File: src/design/txrd_pkg.sv
// Shared types and constants for the table XOR random draw block.
// Used by the front, queue, back and top-level modules; no dependencies.
package txrd_pkg;

	localparam int TABLE_DEPTH = 256;
	localparam int QUEUE_DEPTH = 4;

	localparam logic [7:0] STEP_A = 8'd254;
	localparam logic [7:0] STEP_B = 8'd1;
	localparam logic [7:0] STEP_C = 8'd3;
	localparam logic [7:0] STEP_D = 8'd7;

	typedef enum logic [1:0] {
		OP_LOAD = 2'd0,
		OP_SEED = 2'd1,
		OP_DRAW = 2'd2
	} op_t;

	typedef struct packed {
		logic            is_draw;
		logic [30:0]     limit;
		logic [3:0][7:0] idx;
		logic [7:0]      addr;
		logic [7:0]      tbyte;
	} txrd_item_t;

endpackage

File: src/design/txrd_queue.sv
// Short FIFO between the front and back parts.
// Depends on txrd_pkg for the item type.
module txrd_queue import txrd_pkg::*; #(
	parameter int Depth = QUEUE_DEPTH
) (
	input  logic       clk,
	input  logic       arst_n,
	input  logic       push,
	input  txrd_item_t push_item,
	output logic       full,
	input  logic       pop,
	output logic       empty,
	output txrd_item_t pop_item
);

	localparam int PW = (Depth > 1) ? $clog2(Depth) : 1;
	localparam int CW = $clog2(Depth + 1);

	txrd_item_t    store_q [Depth];
	logic [PW-1:0] wr_ptr_q, rd_ptr_q;
	logic [CW-1:0] count_q;

	assign full     = (count_q == CW'(Depth));
	assign empty    = (count_q == '0);
	assign pop_item = store_q[rd_ptr_q];

	always_ff @(posedge clk) begin
		if (push) begin
			store_q[wr_ptr_q] <= push_item;
		end
	end

	always_ff @(posedge clk or negedge arst_n) begin
		if (!arst_n) begin
			wr_ptr_q <= '0;
			rd_ptr_q <= '0;
			count_q  <= '0;
		end else begin
			if (push) begin
				wr_ptr_q <= (wr_ptr_q == PW'(Depth - 1)) ? '0 : wr_ptr_q + PW'(1);
			end
			if (pop) begin
				rd_ptr_q <= (rd_ptr_q == PW'(Depth - 1)) ? '0 : rd_ptr_q + PW'(1);
			end
			if (push && !pop) begin
				count_q <= count_q + CW'(1);
			end else if (pop && !push) begin
				count_q <= count_q - CW'(1);
			end
		end
	end

	a_count_bound: assert property (@(posedge clk) disable iff (!arst_n)
		count_q <= CW'(Depth))
		else $error("queue count exceeds depth");
	a_no_pop_empty: assert property (@(posedge clk) disable iff (!arst_n)
		!(pop && empty))
		else $error("queue popped while empty");
	a_no_push_full: assert property (@(posedge clk) disable iff (!arst_n)
		!(push && full))
		else $error("queue pushed while full");

endmodule

File: config.mk
export PLATFORM = sky130hd
export DESIGN_NAME = txrd_queue
export DESIGN_NICKNAME = d
export VERILOG_FILES = /design/src/design/txrd_pkg.sv /design/src/design/txrd_queue.sv
export SDC_FILE = /design/constraint.sdc
export NUM_CORES = 1
export LEC_CHECK = 0
export BUFFER_PORTS_ARGS = -buffer_cell sky130_fd_sc_hd__buf_2
export CORE_ASPECT_RATIO = 2
export CORE_MARGIN = 3
export CORE_UTILIZATION = 50
export DETAILED_ROUTE_END_ITERATION = 6
export PLACE_DENSITY = 0.71
export REMOVE_ABC_BUFFERS = 1
export SLEW_MARGIN = 20
export SYNTH_ARGS = -nofsm -noshare
export SYNTH_HDL_FRONTEND = slang
export SYNTH_SLANG_ARGS = --single-unit
File: constraint.sdc
create_clock -name clk -period 3.5 [get_ports clk]
set_input_delay 0.35 -clock clk [delete_from_list [all_inputs] [get_ports clk]]
set_output_delay 0.35 -clock clk [all_outputs]
set_load 0.01 [all_outputs]
* Word-level counts from Yosys, hierarchy flattened
Memories as Yosys holds them, arrays and structs flattened. Cells that the tools add are included.
Storage, ports and cells: memories 1, register bits after elaboration 7, output and inout bits 82, memory bits (writable) 320
Memories:
- store_q | words 4, width 80, rd ports 1, clocked after memory_dff 0, wr ports 1, line txrd_queue.sv:19 | txrd_item_t store_q [Depth];
Cells by class: reduce and logical (&&, ||, !) cells 6, add/subtract/negate cells 4, muxes and demuxes 6, eq/ne operators 3
Operators by type and width (number):
- $mux W3 | 2
- $add A2 B1 Y2 const B | 2
- $eq A2 B2 Y1 const B | 2
- $mux W2 | 2
- $add A3 B1 Y3 const B | 1
- $eq A3 B3 Y1 const B | 1
- $logic_not A3 Y1 | 1
- $sub A3 B1 Y3 const B | 1
- $logic_and A1 B1 Y1 | 2
- $logic_not A1 Y1 | 2
- $mux W1 | 2
- $reduce_bool A2 Y1 | 1

* Logic depth before layout (Yosys ltp)
Gate-level depths: netlist of run 1.
depth after elaboration 4, depth in mapped cells 7, gate-level depth less buffers 7

* Worst setup path before layout of run 1
OpenSTA, ideal clock, no wires.
path kind reg2reg, from register wr_ptr_q[0], to memory store_q[2][0] in the netlist's numbering (enable), stages on the path, launching flop included 4, path buffers 0, arrival time 2.482 ns, data required time 3.053 ns, path slack 0.571 ns, path through dfrtp_1 -> inv_1 -> ha_1 -> and2_1
RTL lines:
- start, declared | line txrd_queue.sv:20 | logic [PW-1:0] wr_ptr_q, rd_ptr_q;
- start signal, assigned | line txrd_queue.sv:40 | wr_ptr_q <= (wr_ptr_q == PW'(Depth - 1)) ? '0 : wr_ptr_q + PW'(1);
- end, declared | line txrd_queue.sv:19
No word-level cell before the write port.

==> impl_metrics.py, run 1 <==
metrics = {
    "power_and_ir_drop": {
        "p_switching_uw": 3190,
        "power_frac_clock_pct": 25.3,
        "p_sw_share_pct": 28.0,
        "leakage_uw": 0.00483,
        "power_uw": 11400,
        "powerDensity_nw_per_um2": 806,
        "intPower_uw": 8200,
        "combPwrFrac_pct": 27.4,
        "vdd_ir_drop_max_uv": 617,
        "pwr-share-seq_pct": 47.4,
    },
    "die": {
        "die_y_microns": 225,
        "row_count": 79,
        "dieArea_sq_um": 26100,
        "fp.dieW_microns": 116,
        "initial_core_util_pct": 51.2,
        "core-area_sq_um": 23500,
        "ios": 166,
    },
    "drt": {
        "dr_total_vias": 5355,
        "dr_wl_met2_mm": 12.6,
        "first_iter_violations": 476,
        "via_per_inst": 5.61,
        "drc": 0,
        "first_pass_iters": 4,
        "wl_per_cell_microns": 23.4,
        "wl_met3_mm": 1.01,
        "antenna_left": 0,
        "wl_met1_mm": 7.75,
        "wl_mm": 22.3,
        "top_layer": "met5",
    },
    "logic_synthesis": {
        "synth_area_leader_cell": "edfxtp_1",
        "synth_top_area_share_pct": 79.9,
        "synth_seq_cells": 327,
        "synth_area_per_cell_sq_um": 26.4,
        "synthCells": 455,
        "synthTopCellsByArea": "edfxtp_1 (80%), mux4_2 (15%), dfrtp_1 (1.5%)",
        "synth.distinct_cells": 19,
        "syn_area_sq_um": 12000,
        "yosysSeqAreaShare_pct": 81.3,
        "synth_warnings": 0,
    },
    "clock_tree": {
        "clkTransAtPathRegs_ps": 60,
        "postCtsResizedCells": 0,
        "numCtsBuffers": 27,
        "clock_path_buffers": 3,
        "cts_num_sinks": 327,
        "ctsHtreeMaxLevel": 1,
        "clk_latency_ps": 540,
        "cts_tree": "built",
        "post-cts-setup-buffer-count": 0,
        "holdBufCountCts": 11,
        "clock-root-buffer": "clkbuf_16",
    },
    "timing": {
        "timing.final.crit_share_pct": 82.7,
        "hold_viol_final": 0,
        "tns_ps": 0,
        "tightest_slew_ps": 880,
        "clock_skew_ps": 28.0,
        "drv_slew": 0,
        "rsz0062_at_grt": "no",
        "slew_headroom_pct": 41.3,
        "fin_crit_ps": 2890,
        "fmax_mhz": 346,
        "setup_violations": 0,
    },
    "setup_path": {
        "crit_required_ps": 3150,
        "crit_path_end_kind": "output pin",
        "cp_slowest_cell": "dfrtp_4",
        "max_stage_delay_ps": 940,
        "cp_max_fo": 37,
        "startpoint_type": "flop",
        "crit_chain": "buf_4 > mux4_2 > buf_2",
        "crit_type": "reg2out",
        "critPathArrivalTime_ps": 2540,
        "r2r_slack_ps": 1450,
        "r2r_cells": 4,
    },
    "placement": {
        "gp_congestion": 0.749,
        "port_buffers": 165,
        "place_inst": 895,
        "hpwl_mm": 13.9,
    },
    "finish": {
        "final_common_cell": "edfxtp_1",
        "nets": 743,
        "drive_above_1_share_pct": 45.1,
        "final_util_pct": 60.1,
        "final_cell_mix": "edfxtp_1 (320), buf_2 (165), mux4_2 (80)",
        "final_cells": 954,
        "syn_to_final_growth_pct": 17.4,
    },
    "job": {
        "drv_cap": 0,
    },
    "global_route": {
        "overflow": 0,
        "grt_max_degree": 54,
        "first_global_vias": 5971,
        "grt_use_total_pct": 17.7,
        "antenna_found_initial": 6,
        "grt_pass1_wl_mm": 34.4,
    },
    "hold_path": {
        "hold_class": "in2reg",
        "whs_path_depth": 1,
    },
    "run_status": {
        "status": "complete, no violations",
    },
}
[power groups by stage]
stage / sequential (uW) / clock, uW / combinational, uW
2_1_floorplan: 5570 / 0 / 1870
3_3_place_gp: 5450 / 0 / 3130
3_5_place_dp: 5500 / 0 / 3180
4_1_cts: 5420 / 2960 / 3200
5_1_grt: 5480 / 3110 / 3350
6_report: 5400 / 2880 / 3120
[state kept, by name, summed over array words and instances (netlist names)]
signal / flops
store_q: 320
count_q: 3
rd_ptr_q: 2
wr_ptr_q: 2
[synth_stat cells (all sizes together)]
cell and n:
and2 4, ha 6, o21ai 2, fa 1, nor2 3, inv 4, nand2 2, mux4 80
nor3b 1, xnor2 1, nor3 1, dfrtp 7, mux2 3, edfxtp 320, xor2 2, buf 18
[critical path, delay by kind of cell (launching register included)]
family / cells / cell delay, ps
buffers and inverters: 2 / 520
multiplexers: 1 / 560
flip-flops: 1 / 940
[path summary, 6_finish.rpt]
check                                    from             end
worst max-delay path              rd_ptr_q[0]     pop_item[5]
worst min-delay path            push_item[75]  store_q[0][75]
worst max register to register    wr_ptr_q[1]  store_q[1][54]
worst min register to register     count_q[2]      count_q[2]
max in group asynchronous              arst_n     rd_ptr_q[0]
min in group asynchronous              arst_n     wr_ptr_q[0]
[cell type report]
cell class	count	area, sq um
Sequential cell	327	9790
Fill cell	1648	9400
Multi-Input combinational cell	106	2030
Timing Repair Buffer	186	1090
Clock buffer	34	702
Tap cell	283	354
Clock inverter	11	139
Inverter	4	15.0
Antenna cell	3	7.51
[kinds of logic after synthesis]
group | Yosys count | synth area share [%]
mux | 83 | 15.3
buf+inv | 22 | 1.88
xor+xnor | 3 | 0.218
compound gates | 2 | 0.0832
flops | 327 | 81.3
simple gates | 11 | 0.468
fa+ha+maj | 7 | 0.790
[metrics by stage]
| step | setup slack (ps) | cell area (sq um) | hold WS, ps |
|---|---|---|---|
| after floorplan | -733 | 11800 | 54.4 |
| after global placement | 1110 | 13200 | 190 |
| after detailed placement | 1080 | 13200 | 196 |
| after CTS | 487 | 14100 | 0.300 |
| after global routing | 427 | 14100 | 10.7 |
| final | 606 | 14100 | 23.7 |
[metal layers]
metal / vias up / GRT usage [%]
li1: 2348 / -
met1: 2778 / 20.1
met2: 168 / 32.0
met3: 55 / 3.01
met4: 6 / 8.39
met5: - / 0
(Power assumes the default switching activity.)
==> run 2: changes to the inputs <==
--- a/config.mk
+++ b/config.mk
@@ -5,12 +5,13 @@
 export SDC_FILE = /design/constraint.sdc
 export NUM_CORES = 1
 export LEC_CHECK = 0
+export ABC_AREA = 1
 export BUFFER_PORTS_ARGS = -buffer_cell sky130_fd_sc_hd__buf_2
 export CORE_ASPECT_RATIO = 2
 export CORE_MARGIN = 3
 export CORE_UTILIZATION = 50
 export DETAILED_ROUTE_END_ITERATION = 6
-export PLACE_DENSITY = 0.71
+export PLACE_DENSITY = 0.73
 export REMOVE_ABC_BUFFERS = 1
 export SLEW_MARGIN = 20
 export SYNTH_ARGS = -nofsm -noshare
==> constraint.sdc (replaced) <==
create_clock -name clk -period 2.35 [get_ports clk]
set_input_delay 0.235 -clock clk [delete_from_list [all_inputs] [get_ports clk]]
set_output_delay 0.235 -clock clk [all_outputs]
set_load 0.01 [all_outputs]
==> impl_metrics.py, run 2 <==
metrics = {
    "clock_tree": {
        "clkTransAtPathRegs_ps": 70,
        "clock-root-buffer": "clkbuf_16",
        "cts_tree": "built",
        "clock_path_buffers": 3,
        "numCtsBuffers": 27,
        "ctsHtreeMaxLevel": 1,
        "clk_latency_ps": 540,
        "cts_num_sinks": 327,
        "post-cts-setup-buffer-count": 0,
    },
    "logic_synthesis": {
        "synth-edff-count": 320,
        "synthCells": 985,
        "synth_top_area_share_pct": 73.3,
        "synth_most_common_cell": "edfxtp_1",
        "async_flop_share_pct": 2.14,
        "synth_flop_cell": "edfxtp_1",
        "synth.distinct_cells": 18,
        "synth_common_cells": "edfxtp_1 (320), nand2_1 (255), inv_1 (171)",
        "synth_area_leader_cell": "edfxtp_1",
        "yosysSeqAreaShare_pct": 74.7,
        "syn_area_sq_um": 13100,
        "synth_area_per_cell_sq_um": 13.3,
        "synthTopCellsByArea": "edfxtp_1 (73%), o211ai_1 (9.2%), nand2_1 (7.3%)",
        "synth_warnings": 0,
        "synth_seq_cells": 327,
    },
    "finish": {
        "final_cell_mix": "edfxtp_1 (320), nand2_1 (255), inv_1 (167)",
        "finalInstanceArea_sq_um": 16100,
        "syn_to_final_growth_pct": 23.1,
        "top_register": "store_q",
        "largest_register_ffs": 320,
        "drive_above_1_share_pct": 18.9,
        "final_common_cell": "edfxtp_1",
        "largestRegisters": "store_q: 320 flops, count_q: 3 flops",
        "nets": 1321,
    },
    "setup_path": {
        "crit_path_end_kind": "output pin",
        "max_stage_delay_ps": 550,
        "cp_slowest_cell": "dfrtp_2",
        "crit_required_ps": 2120,
        "startpoint_type": "flop",
        "cp_common_cell": "nand2_1",
        "crit_type": "reg2out",
        "crit_chain": "inv_16 > buf_16 > nand2_1 > o211ai_1 > nand2_1 > buf_2",
        "cp_max_fo": 69,
        "critPathArrivalTime_ps": 2010,
    },
    "die": {
        "die_y_microns": 235,
        "fp.dieW_microns": 120,
        "dieArea_sq_um": 28300,
        "core-area_sq_um": 25800,
        "initial_core_util_pct": 50.9,
        "row_count": 83,
        "ios": 166,
    },
    "drt": {
        "first_iter_violations": 441,
        "antenna_left": 0,
        "drc": 0,
        "dr_total_vias": 8130,
        "via_per_inst": 5.11,
        "wl_per_cell_microns": 17.5,
        "first_pass_iters": 5,
        "wl_mm": 27.9,
    },
    "job": {
        "drv_cap": 0,
    },
    "run_status": {
        "status": "complete, no violations",
    },
    "global_route": {
        "grt_max_degree": 82,
        "overflow": 0,
        "first_global_vias": 8094,
        "grt_use_total_pct": 19.2,
        "grt_pass1_wl_mm": 42.3,
        "antenna_found_initial": 1,
    },
    "power_and_ir_drop": {
        "power_uw": 18500,
        "powerDensity_nw_per_um2": 1150,
        "leakage_uw": 0.00656,
        "vdd_ir_drop_max_uv": 990,
    },
    "timing": {
        "slew_headroom_pct": 66.4,
        "setup_violations": 0,
        "hold_slack_ps": 70.9,
        "drv_slew": 0,
        "clock_skew_ps": 11.6,
        "tightest_slew_ps": 504,
        "hold_viol_final": 0,
        "fmax_mhz": 445,
        "timing.final.crit_share_pct": 95.5,
        "tns_ps": 0,
        "rsz0062_at_grt": "no",
        "fin_crit_ps": 2240,
    },
    "placement": {
        "port_buffers": 165,
        "postPlaceCellArea_sq_um": 14300,
        "hpwl_mm": 16.5,
        "gp_congestion": 0.761,
    },
    "hold_path": {
        "hold_class": "in2async",
    },
}
-- run 2: power breakdown --
| part | total [uW] | switching, uW | internal [uW] |
|---|---|---|---|
| registers | 7760 | 283 | 7470 |
| clock network | 4820 | 1950 | 2870 |
| logic | 5970 | 3880 | 2090 |
-- run 2: path summary, 6_finish.rpt --
check | start | endpoint | slack, ps | cells past startpoint
max | rd_ptr_q[0] | pop_item[67] | 110 | 6
max reg2reg | wr_ptr_q[0] | store_q[0][19] | 730 | 5
min reg2reg | count_q[2] | count_q[2] | 530 | 2
min in group clk | push_item[75] | store_q[1][75] | 440 | 2
max in group asynchronous | arst_n | rd_ptr_q[1] | 2080 | 2
min | arst_n | wr_ptr_q[1] | 70 | 2
-- run 2: metrics by stage --
step | worst slack, ps | instances | util, %
global placement | 616 | 1455 | 55.3
floorplan | -1160 | 933 | -
detailed placement | 575 | 1455 | 55.3
finish | 105 | 1591 | 62.6
CTS | 14.5 | 1587 | 62.4
global route | 1.98 | 1591 | 62.6
-- run 2: logic make-up (layout without fill, tap and decap cells) --
| family | count (synthesis) | in the layout | share of synthesized area [%] |
|---|---|---|---|
| buf+inv | 225 | 490 | 7.68 |
| flops | 327 | 327 | 74.7 |
| simple gates | 261 | 261 | 7.53 |
| fa+ha+maj | 7 | 7 | 0.726 |
| compound gates | 164 | 164 | 9.32 |
| other cells | 0 | 1 | 0 |
| xor+xnor | 1 | 1 | 0.0669 |
-- run 2: critical path: cells and delay by family (launching register included) --
family / cells / cell delay [ps]
and+or+nand+nor: 2 / 190
AOI/OAI and AO/OA: 1 / 110
buffers and inverters: 3 / 590
DFF: 1 / 550
-- run 2: final cells by class --
class                      instances  area [sq um]
fill                            1958          9630
inverter                         173           672
timing repair buffer             266          1950
clock inverter                    20           275
sequential                       327          9790
multi-input combinational        433          2310
timing repair inverter             2          17.5
antenna                            1          2.50
tap                              340           425
clock buffer                      29           683
-- run 2: layer usage --
metal / global-route usage, % / part of all wire (%) / wire length, microns / vias to the layer above
li1: - / - / - / 3928
met1: 21.0 / 36 / 10100 / 3938
met2: 36.4 / 56 / 15500 / 200
met3: 2.22 / 3.8 / 1050 / 64
met4: 8.70 / 4.3 / 1190 / 0
met5: 0 / 0 / 0 / -
-- run 2: timing repair --
item,in CTS,in global routing
cloned,0,3
endpoints found under the setup margin,2,49
hold buffers,83,0
gates resized for setup,2,6
endpoints found under the hold margin,330,0
