**config.mk**
```make
export PLATFORM = sky130hd
export DESIGN_NAME = txrd_front
export DESIGN_NICKNAME = d
export VERILOG_FILES = /design/src/design/txrd_pkg.sv /design/src/design/txrd_front.sv
export SDC_FILE = /design/constraint.sdc
export NUM_CORES = 1
export LEC_CHECK = 0
export BUFFER_PORTS_ARGS = -buffer_cell sky130_fd_sc_hd__buf_2
export CORE_ASPECT_RATIO = 0.9
export CORE_MARGIN = 2
export CORE_UTILIZATION = 50
export DETAILED_ROUTE_END_ITERATION = 8
export PLACE_DENSITY_LB_ADDON = 0.25
export SYNTH_ARGS = -nofsm -noshare
export SYNTH_HDL_FRONTEND = slang
export SYNTH_SLANG_ARGS = --single-unit
```
**constraint.sdc**
```tcl
create_clock -name clk -period 3.91 [get_ports clk]
set_input_delay 0.5865 -clock clk [delete_from_list [all_inputs] [get_ports clk]]
set_output_delay 0.5865 -clock clk [all_outputs]
set_load 0.02 [all_outputs]
```
**src/design/txrd_pkg.sv**
```systemverilog
// Shared types and constants for the table XOR random draw block.
// Used by the front, queue, back and top-level modules; no dependencies.
package txrd_pkg;

	localparam int TABLE_DEPTH = 256;
	localparam int QUEUE_DEPTH = 4;

	localparam logic [7:0] STEP_A = 8'd254;
	localparam logic [7:0] STEP_B = 8'd1;
	localparam logic [7:0] STEP_C = 8'd3;
	localparam logic [7:0] STEP_D = 8'd7;

	typedef enum logic [1:0] {
		OP_LOAD = 2'd0,
		OP_SEED = 2'd1,
		OP_DRAW = 2'd2
	} op_t;

	typedef struct packed {
		logic            is_draw;
		logic [30:0]     limit;
		logic [3:0][7:0] idx;
		logic [7:0]      addr;
		logic [7:0]      tbyte;
	} txrd_item_t;

endpackage

```
**src/design/txrd_front.sv**
```systemverilog
// Front part: accepts input beats, keeps the index and seed counter state,
// and forwards load and draw work to the queue. Depends on txrd_pkg.
module txrd_front import txrd_pkg::*; (
	input  logic        clk,
	input  logic        arst_n,
	input  logic        cfg_we,
	input  logic        cfg_wdata,
	input  logic        s_tvalid,
	output logic        s_tready,
	input  logic [79:0] s_tdata,
	input  logic [1:0]  s_tuser,
	input  logic        q_full,
	output logic        q_push,
	output txrd_item_t  q_item
);

	logic        seed_lock_q;
	logic [8:0]  counter_q;
	logic [7:0]  idx_a_q, idx_b_q, idx_c_q, idx_d_q;
	logic        accept;
	op_t         op;
	logic [31:0] seed;
	logic [8:0]  n;
	logic [7:0]  nl;
	logic [7:0]  seed_a, seed_b, seed_c, seed_d;

	assign s_tready = !q_full;
	assign accept   = s_tvalid && s_tready;
	assign op       = op_t'(s_tuser);
	assign seed     = s_tdata[47:16];
	assign n        = counter_q + 9'd1;
	assign nl       = n[7:0];
	assign seed_a   = seed[8:1] + {nl[6:0], 1'b0} + nl;
	assign seed_b   = nl + {seed[6:0], 1'b0} + seed[7:0];
	assign seed_c   = seed[12:5] + {nl[5:0], 2'b00};
	assign seed_d   = seed[10:3] + n[8:1];

	always_comb begin
		q_push          = accept && (op inside {OP_LOAD, OP_DRAW});
		q_item.is_draw  = (op == OP_DRAW);
		q_item.limit    = s_tdata[78:48];
		q_item.idx      = {idx_d_q, idx_c_q, idx_b_q, idx_a_q};
		q_item.addr     = s_tdata[7:0];
		q_item.tbyte    = s_tdata[15:8];
	end

	always_ff @(posedge clk or negedge arst_n) begin
		if (!arst_n) begin
			seed_lock_q <= 1'b0;
		end else if (cfg_we) begin
			seed_lock_q <= cfg_wdata;
		end
	end

	always_ff @(posedge clk or negedge arst_n) begin
		if (!arst_n) begin
			counter_q <= '0;
			idx_a_q   <= '0;
			idx_b_q   <= '0;
			idx_c_q   <= '0;
			idx_d_q   <= '0;
		end else if (accept) begin
			case (op)
				OP_SEED: begin
					if (!seed_lock_q) begin
						counter_q <= n;
						idx_a_q   <= seed_a;
						idx_b_q   <= seed_b;
						idx_c_q   <= seed_c;
						idx_d_q   <= seed_d;
					end
				end
				OP_DRAW: begin
					idx_a_q <= idx_a_q + STEP_A;
					idx_b_q <= idx_b_q + STEP_B;
					idx_c_q <= idx_c_q + STEP_C;
					idx_d_q <= idx_d_q + STEP_D;
				end
				default: begin
				end
			endcase
		end
	end

endmodule

```
== Word-level counts from Yosys, hierarchy flattened ==
Cells that the tools add are included.
Widths: inputs -> output; s select.
Cells by class
  add/subtract/negate cells: 11
  equal/unequal tests: 3
  multiplexer cells: 8
  bitwise operators: 1
  reductions and logical operators: 8
Operators by type and width (number)
  $pmux 8 s2: 4
  $add 8x8->8: 6
  $mux 8: 4
  $add 9x1->9 const B: 1
  $add 8x1->8 const B: 1
  $add 8x2->8 const B: 1
  $add 8x3->8 const B: 1
  $add 8x8->8 const B: 1
  $reduce_and 3->1: 2
  $reduce_bool 2->1: 2
  $eq 2x1->1 const B: 1
  $eq 2x2->1 const B: 1
  $logic_and 1x1->1: 2
  $logic_not 2->1: 1
  $ne 2x2->1 const B: 1
  $logic_not 1->1: 1
  $not 1->1: 1
Storage, ports and cells
  flip-flop bits (word level): 42
  output and inout port bits: 82
  word-level logic and storage cells: 37

== Depth between registers and ports, before layout ==
Gate-level depths: netlist of run 1.
  depth in word-level cells: 5
  depth in mapped cells: 13
  depth with buffers taken out: 12

== Worst setup path before layout of run 1 ==
OpenSTA, ideal clock, no wires.
  path kind: flip-flop to flip-flop
  start: reg counter_q[0]
  end: reg idx_b_q[7]
  library setup time: 77 ps
  arrival: 2924 ps
  path slack: 908 ps
  cell stages (with the launch flop): 11
  period minus slack after synthesis: 3002 ps
  cell sequence: dfrtp_1 ha_1 xnor2_1 inv_1 fa_1 fa_1 a211oi_1 o21bai_1 a21oi_1 xnor3_1 a21oi_1
On the way
  cells in the longest elaborated chain, start to end: 5
RTL lines
  start, declared: RTL line txrd_front.sv:18  | logic [8:0] counter_q;
  start signal, assigned: RTL line txrd_front.sv:66  | counter_q <= n;
  $add 9x1->9: RTL line txrd_front.sv:31  | assign n = counter_q + 9'd1;
  net n[2]: RTL line txrd_front.sv:23  | logic [8:0] n;
  $add 8x8->8 (2 in series): RTL line txrd_front.sv:34  | assign seed_b = nl + {seed[6:0], 1'b0} + seed[7:0];
  $mux 8: RTL line txrd_front.sv:65  | if (!seed_lock_q) begin
  $pmux 8 s2: RTL line txrd_front.sv:63  | case (op)
  end signal, assigned: RTL line txrd_front.sv:75  | idx_b_q <= idx_b_q + STEP_B;
  end, declared: RTL line txrd_front.sv:19  | logic [7:0] idx_a_q, idx_b_q, idx_c_q, idx_d_q;
The timed path passes the listed nets, and every way through them passes these cells. The select of a mux whose other input is x is not followed.
A chain may end at the register's enable or synchronous reset.

== Worst setup path in the final report of run 1 ==
  start: reg counter_q[1]
  end: reg idx_a_q[7]
On the way
  cells in the longest elaborated chain, start to end: 5
RTL lines
  $add 9x1->9 (*): RTL line txrd_front.sv:31
  net n[4]: RTL line txrd_front.sv:23
  $add 8x8->8: RTL line txrd_front.sv:33  | assign seed_a = seed[8:1] + {nl[6:0], 1'b0} + nl;
  $add 8x8->8 (*): RTL line txrd_front.sv:33
  $mux 8 (*): RTL line txrd_front.sv:65
  $pmux 8 s2 (*): RTL line txrd_front.sv:63
  end signal, assigned: RTL line txrd_front.sv:74  | idx_a_q <= idx_a_q + STEP_A;
  end, declared: RTL line txrd_front.sv:19
Mark *: on every way through the listed nets, which the timed path passes. The rest lies on a longest branch. The select of a mux whose other input is x is not followed.

==> results of run 1 <==
[power breakdown]
group / total (W) / switching [W] / internal [W]
Clock: 0.000378 / 0.000186 / 0.000192
Sequential: 0.000803 / 0.000212 / 0.000591
Combinational: 0.00218 / 0.00126 / 0.000920
[through the flow]
stage	power (W)	setup slack (ps)	hold WS (ps)	instance area [µm²]
global route	0.00368	391	505	4330
detailed placement	0.00298	595	465	4220
finish	0.00336	577	428	4330
CTS	0.00337	565	470	4330
global placement	0.00291	636	455	4220
floorplan	0.00239	908	291	4190
[placed cells by master (no fill, tap or decap), types with 6 or more instances in the layout]
master / Yosys / layout
inv_1: 43 / 43
o22ai_1: 7 / 7
nor3_1: 10 / 10
fa_1: 14 / 14
xor2_1: 9 / 9
o21ai_0: 41 / 41
nand4_1: 6 / 6
a21o_1: 8 / 8
ha_1: 34 / 34
xnor2_1: 25 / 25
buf_2: 2 / 55
dfrtp_1: 42 / 42
nor2_1: 11 / 10
nand2_1: 27 / 27
mux2_2: 6 / 6
a21oi_1: 30 / 30
buf_4: 48 / 6
nand3_1: 18 / 18
[synth_stat cells (11+ instances only)]
| library cell | number | area [µm²] |
|---|---|---|
| nand2_1 | 27 | 101 |
| fa_1 | 14 | 280 |
| inv_1 | 43 | 161 |
| xnor2_1 | 25 | 219 |
| dfrtp_1 | 42 | 1050 |
| o21ai_0 | 41 | 205 |
| nand3_1 | 18 | 90.1 |
| nor2_1 | 11 | 41.3 |
| ha_1 | 34 | 425 |
| clkbuf_1 | 13 | 48.8 |
| a21oi_1 | 30 | 150 |
| buf_4 | 48 | 360 |
[registers in the layout (all words and copies together), names as in the netlist]
register / flops
counter_q: 9
idx_d_q: 8
seed_lock_q: 1
idx_c_q: 8
idx_b_q: 8
idx_a_q: 8
[per-layer routing]
metal,global-route usage,wire length (µm)
met5,0,0
met1,0.315,4700
met4,0.0788,240
met2,0.316,4100
met3,0.0441,640
[worst min path at each step]
stage | start | to | slack, ps | depth (start not counted)
after global routing | arst_n | idx_a_q[4]$_DFFE_PN0P_ | 510 | 1
after detailed placement | idx_a_q[0]$_DFFE_PN0P_ | idx_a_q[0]$_DFFE_PN0P_ | 470 | 2
after CTS | arst_n | idx_a_q[4]$_DFFE_PN0P_ | 470 | 1
after global placement | idx_a_q[0]$_DFFE_PN0P_ | idx_a_q[0]$_DFFE_PN0P_ | 460 | 2
after floorplan | arst_n | counter_q[0]$_DFFE_PN0P_ | 290 | 0
final | arst_n | idx_a_q[4]$_DFFE_PN0P_ | 430 | 1
[worst max-delay path, cell delays in order (launching register included)]
cell and delay [ps]:
dfrtp_1 430, ha_1 300, nand3_1 200, xnor2_1 410, inv_1 110, fa_1 490, inv_1 40, ha_1 320
o21ai_0 110, o21ai_0 130, a21oi_1 190, xnor3_1 270, o221a_1 220
[final cells by class]
cell class,instances,area (µm²),area share
Sequential cell,42,1050,0.243
Clock inverter,3,43.8,0.0101
Tap cell,99,124,0.0286
Inverter,45,169,0.0390
Timing Repair Buffer,61,320,0.0740
Multi-Input combinational cell,325,2550,0.590
Clock buffer,5,68.8,0.0159
[logic make-up after synthesis]
| group | synth area share |
|---|---|
| flops | 0.251 |
| xor+xnor | 0.0950 |
| fa+ha+maj | 0.171 |
| mux | 0.0281 |
| buf+inv | 0.140 |
| simple gates | 0.123 |
| compound gates | 0.192 |
==> implementation parameters, run 1 <==
Parameter                              Value

CTS
  Clock tree from TritonCTS    yes
  Library cell used as clock root buffer    clkbuf_8
  Clock sink total    42
  Deepest level of the CTS H-tree    2
  Buffer count from post-CTS setup fixing    0
  Total of hold buffers inserted after clock tree synthesis    0
  Buffer levels on the longest clock path    2
  Clk_lat worst skew    310 ps
  Post-cts resize count    0
  CTS Buf Count    5
  Register clock-pin slew on the reported worst setup and hold paths    100 ps

Drt
  First-pass detailed-route iteration total    5
  Via count    3,413
  Routed WL per cell    16.7 µm
  Post-route antenna net violation count    0
  First DRT Iteration DRCs    137
  Post-route DRC    0
  Aggregate routed wire length    9680 µm
  DR vias/cell    5.88

Timing
  Final TNS setup    0 ps
  Maximum frequency from static timing analysis    300 MHz
  Fin Clk Skew    8.68 ps
  Worst-case headroom to the max-slew limit    0.340
  Fin. Hold Viols    0
  Slew Viols, Final    0
  Time the worst path needs with I/O delays and setup    3330 ps
  Count of final setup violators    0
  Tightest Pin Transition    989 ps
  Final critical-path share of the clock period    0.852
  Setup repair after global routing missed its margin    false

GRT
  Pin count of the biggest net entering global routing    43
  GRT Total Usage    0.217
  Initial antenna violation count    0
  Grt ovf    0
  First-pass GRT wire length    15,800 µm
  Number of global-route vias before repair    3,229

Placed design
  Total placed cells including tap cells    572
  Gp weighted congestion    0.868
  Sum of net half-perimeters after detailed placement    7480 µm
  Buffers added on ports    55

Layout
  Final nets    616
  Syn-to-layout area delta    3.35%
  Util after Layout    0.534
  Share of final-layout standard cells stronger than drive strength 1    0.181
  Post-route insts no fill    580
  Total of fill cells in the finished design    754
  # diodes    0

Critical path
  CP max FO    5
  Critical register-to-register path startpoint    counter_q[1]$_DFFE_PN0P_
  Arr. time, crit path    3540 ps
  End point of the critical path    idx_a_q[7]$_DFFE_PN0P_
  Terminus of the critical flop-to-flop path    idx_a_q[7]$_DFFE_PN0P_
  Depth of the most critical reg-to-reg path    12
  Flop-to-flop setup slack    580 ps
  Worst setup path start    counter_q[1]$_DFFE_PN0P_
  Kind of launch point of the worst setup path    flop
  Worst Setup End Kind    flop
  Required time worst endpoint    4110 ps
  Critical setup path kind    flop to flop

Pwr
  Maximum ir drop on the vdd rail    419 µV
  Total power divided by cell area    777 nW/µm²
  Static Leakage    2.10 nW

Synth
  Post-synthesis net count    611
  Count of synthesis-stage warnings from yosys    0
  Number of distinct standard cells referenced by the synthesized netlist    59
  Avg Cell Area, Syn    8.82 µm²
  Count of flip-flops with a built-in enable after synthesis    0
  Gate count of the mapped netlist    475
  Netlist area before placement    4190 µm²
  Synthesized flop and latch total    42
  Async set or reset register ratio after synthesis    1.00
  Post-synth top flop    dfrtp_1
  Sequential cell area fraction in the yosys report    0.251

Floorplanning
  Area of the core    8110 µm²
  Ports placed on the boundary    170
  Initial cell density of the core    0.517
  Horizontal die dimension    100 µm
  Number of cell rows    31
  Vert. Die Dim    90.8 µm
  Die Outline Area    9130 µm²

Min path
  Worst Hold Class    input pin to async pin

Run status
  Result of the run    finished, final reports clean

Run
  Max_cap viols    0
(Power assumes the default switching activity.)
==> run 2, diff against run 1 <==
Settings changed: REMOVE_ABC_BUFFERS set to 1.
==> run 2 against run 1 <==
Power fell by 5.8%. Global-route usage rose by 6.9 points. First-iteration DRC count rose by 66%. Sequential share of layout area rose by 0.077 points. Fmax fell by 0.96%. Largest cell class unchanged.
==> implementation parameters, run 2 (synthesis results as in run 1) <==
Parameter                              Value

Run status
  Result of the run    finished, final reports clean

Placed design
  Post-Place Worst Slack    565 ps
  Sum of net half-perimeters after detailed placement    10,400 µm
  Buffers added on ports    55
  Gp weighted congestion    0.894

Critical path
  Required time worst endpoint    4130 ps
  Critical setup path kind    flop to flop
  WP buf/inv    2
  Arr. time, crit path    3580 ps
  Worst Setup End Kind    flop
  Depth of the most critical reg-to-reg path    11
  Family with the most delay on the worst path    adder cells
  Worst setup path start    counter_q[1]$_DFFE_PN0P_
  Critical register-to-register path startpoint    counter_q[1]$_DFFE_PN0P_
  Cell with the biggest individual delay on the critical path    fa_1
  CP max FO    6
  Kind of launch point of the worst setup path    flop
  Maximum cell stage delay along the critical path    500 ps
  Critical path depth    11
  Worst-path cell chain    ha_1, inv_1, fa_1, inv_1, ha_1, fa_1, a211oi_1, o21bai_1, a21oi_1, xnor3_1, a21oi_1

Timing
  Tightest Pin Transition    993 ps
  Maximum frequency from static timing analysis    297 MHz
  Final critical-path share of the clock period    0.861
  Worst-case headroom to the max-slew limit    0.338
  Setup repair after global routing missed its margin    false
  Count of final setup violators    0
  Time the worst path needs with I/O delays and setup    3360 ps
  Fin. Hold Viols    0
  Final WS setup    545 ps
  Slew Viols, Final    0
  Final TNS setup    0 ps
  Fin Clk Skew    6.50 ps

CTS
  Clk_lat worst skew    300 ps
  Library cell used as clock root buffer    clkbuf_8
  CTS Buf Count    5
  Clock tree from TritonCTS    yes
  Post-cts resize count    0
  Clock sink total    42
  Total of hold buffers inserted after clock tree synthesis    0
  Buffer count from post-CTS setup fixing    0
  Buffer levels on the longest clock path    2
  Register clock-pin slew on the reported worst setup and hold paths    90 ps
  Deepest level of the CTS H-tree    2

Floorplanning
  Horizontal die dimension    100 µm
  Die Outline Area    9130 µm²
  Initial cell density of the core    0.517
  Ports placed on the boundary    170
  Vert. Die Dim    90.8 µm
  Area of the core    8110 µm²
  Number of cell rows    31

Min path
  Worst Hold Class    input pin to async pin

GRT
  Initial antenna violation count    0
  First-pass GRT wire length    19,300 µm
  Number of global-route vias before repair    3,278
  GRT Total Usage    0.285
  Grt ovf    0
  Pin count of the biggest net entering global routing    43

Drt
  First DRT Iteration DRCs    227
  First-pass detailed-route iteration total    4
  Met2 Wirelength    4980 µm
  DR vias/cell    5.99
  Routed length on met3    2290 µm
  Post-route DRC    0
  Via count    3,482
  Post-route antenna net violation count    0
  Routed WL per cell    22.3 µm
  Aggregate routed wire length    13,000 µm
  Uppermost signal routing layer after detailed routing    met5
  Met1 layer wirelength in the final routing    5420 µm

Layout
  Util after Layout    0.532
  # diodes    0
  Syn-to-layout area delta    3.02%
  Commonest non-fill, non-tap cell in the layout    buf_2
  Final nets    617
  Largest register by flop count    counter_q
  Share of final-layout standard cells stronger than drive strength 1    0.180
  Flip-flop count of the largest register after layout    9
  Highest-count cells in the layout ignoring fill and taps    buf_2, inv_1, dfrtp_1

Run
  Max_cap viols    0

Pwr
  Maximum ir drop on the vdd rail    256 µV
  Total power divided by cell area    734 nW/µm²
  Static Leakage    2.09 nW
==> run 2: changes by cell type in the layout (fill, tap and decap cells not counted), sizes merged <==
cell    previous run  this run
buf               61        62
inv               45        44
bufinv             1         0
clkbuf             5         7
==> run 2: final timing paths <==
kind,slack (ps),end
hold / removal,450,idx_a_q[4]$_DFFE_PN0P_
setup / recovery,550,idx_b_q[7]$_DFFE_PN0P_
hold reg to reg,490,idx_a_q[0]$_DFFE_PN0P_
min in group clk,490,idx_a_q[0]$_DFFE_PN0P_
max in group asynchronous,2840,idx_b_q[7]$_DFFE_PN0P_
setup reg to reg,550,idx_b_q[7]$_DFFE_PN0P_
==> run 2: routing by layer <==
metal  up-vias  track usage
met5         -        0.130
met4         4       0.0479
met3        14        0.224
met2       177        0.368
met1      1658        0.366
li1       1629            -
==> run 2: report_power, final <==
part	switching, W	internal [W]
sequential	0.000205	0.000591
clock	0.000160	0.000143
combinational	0.00117	0.000898
total	0.00154	0.00163
==> run 2: area by class of cell <==
class / instances / area [µm²]
clock inverters: 1 / 5.00
flip-flops and latches: 42 / 1050
well taps: 99 / 124
inverters: 45 / 169
clock buffers: 7 / 86.3
fillers: 778 / 3790
multi-input cells: 325 / 2550
repair buffers: 62 / 328
==> run 2: stage by stage <==
stage	std cells	power, W	instance area [µm²]	hold WS [ps]
after floorplan	412	0.00231	3770	291
after global placement	573	0.00280	4220	468
after detailed placement	573	0.00286	4220	464
after CTS	581	0.00318	4320	478
after global routing	581	0.00348	4320	516
final	581	0.00317	4320	450
==> run 2: worst reg2reg max path, cell delays in order (launching register included) <==
cell and delay (ps):
dfrtp_1 430, ha_1 490, inv_1 150, fa_1 500, inv_1 40, ha_1 210
fa_1 430, a211oi_1 320, o21bai_1 110, a21oi_1 190, xnor3_1 250, a21oi_1 160
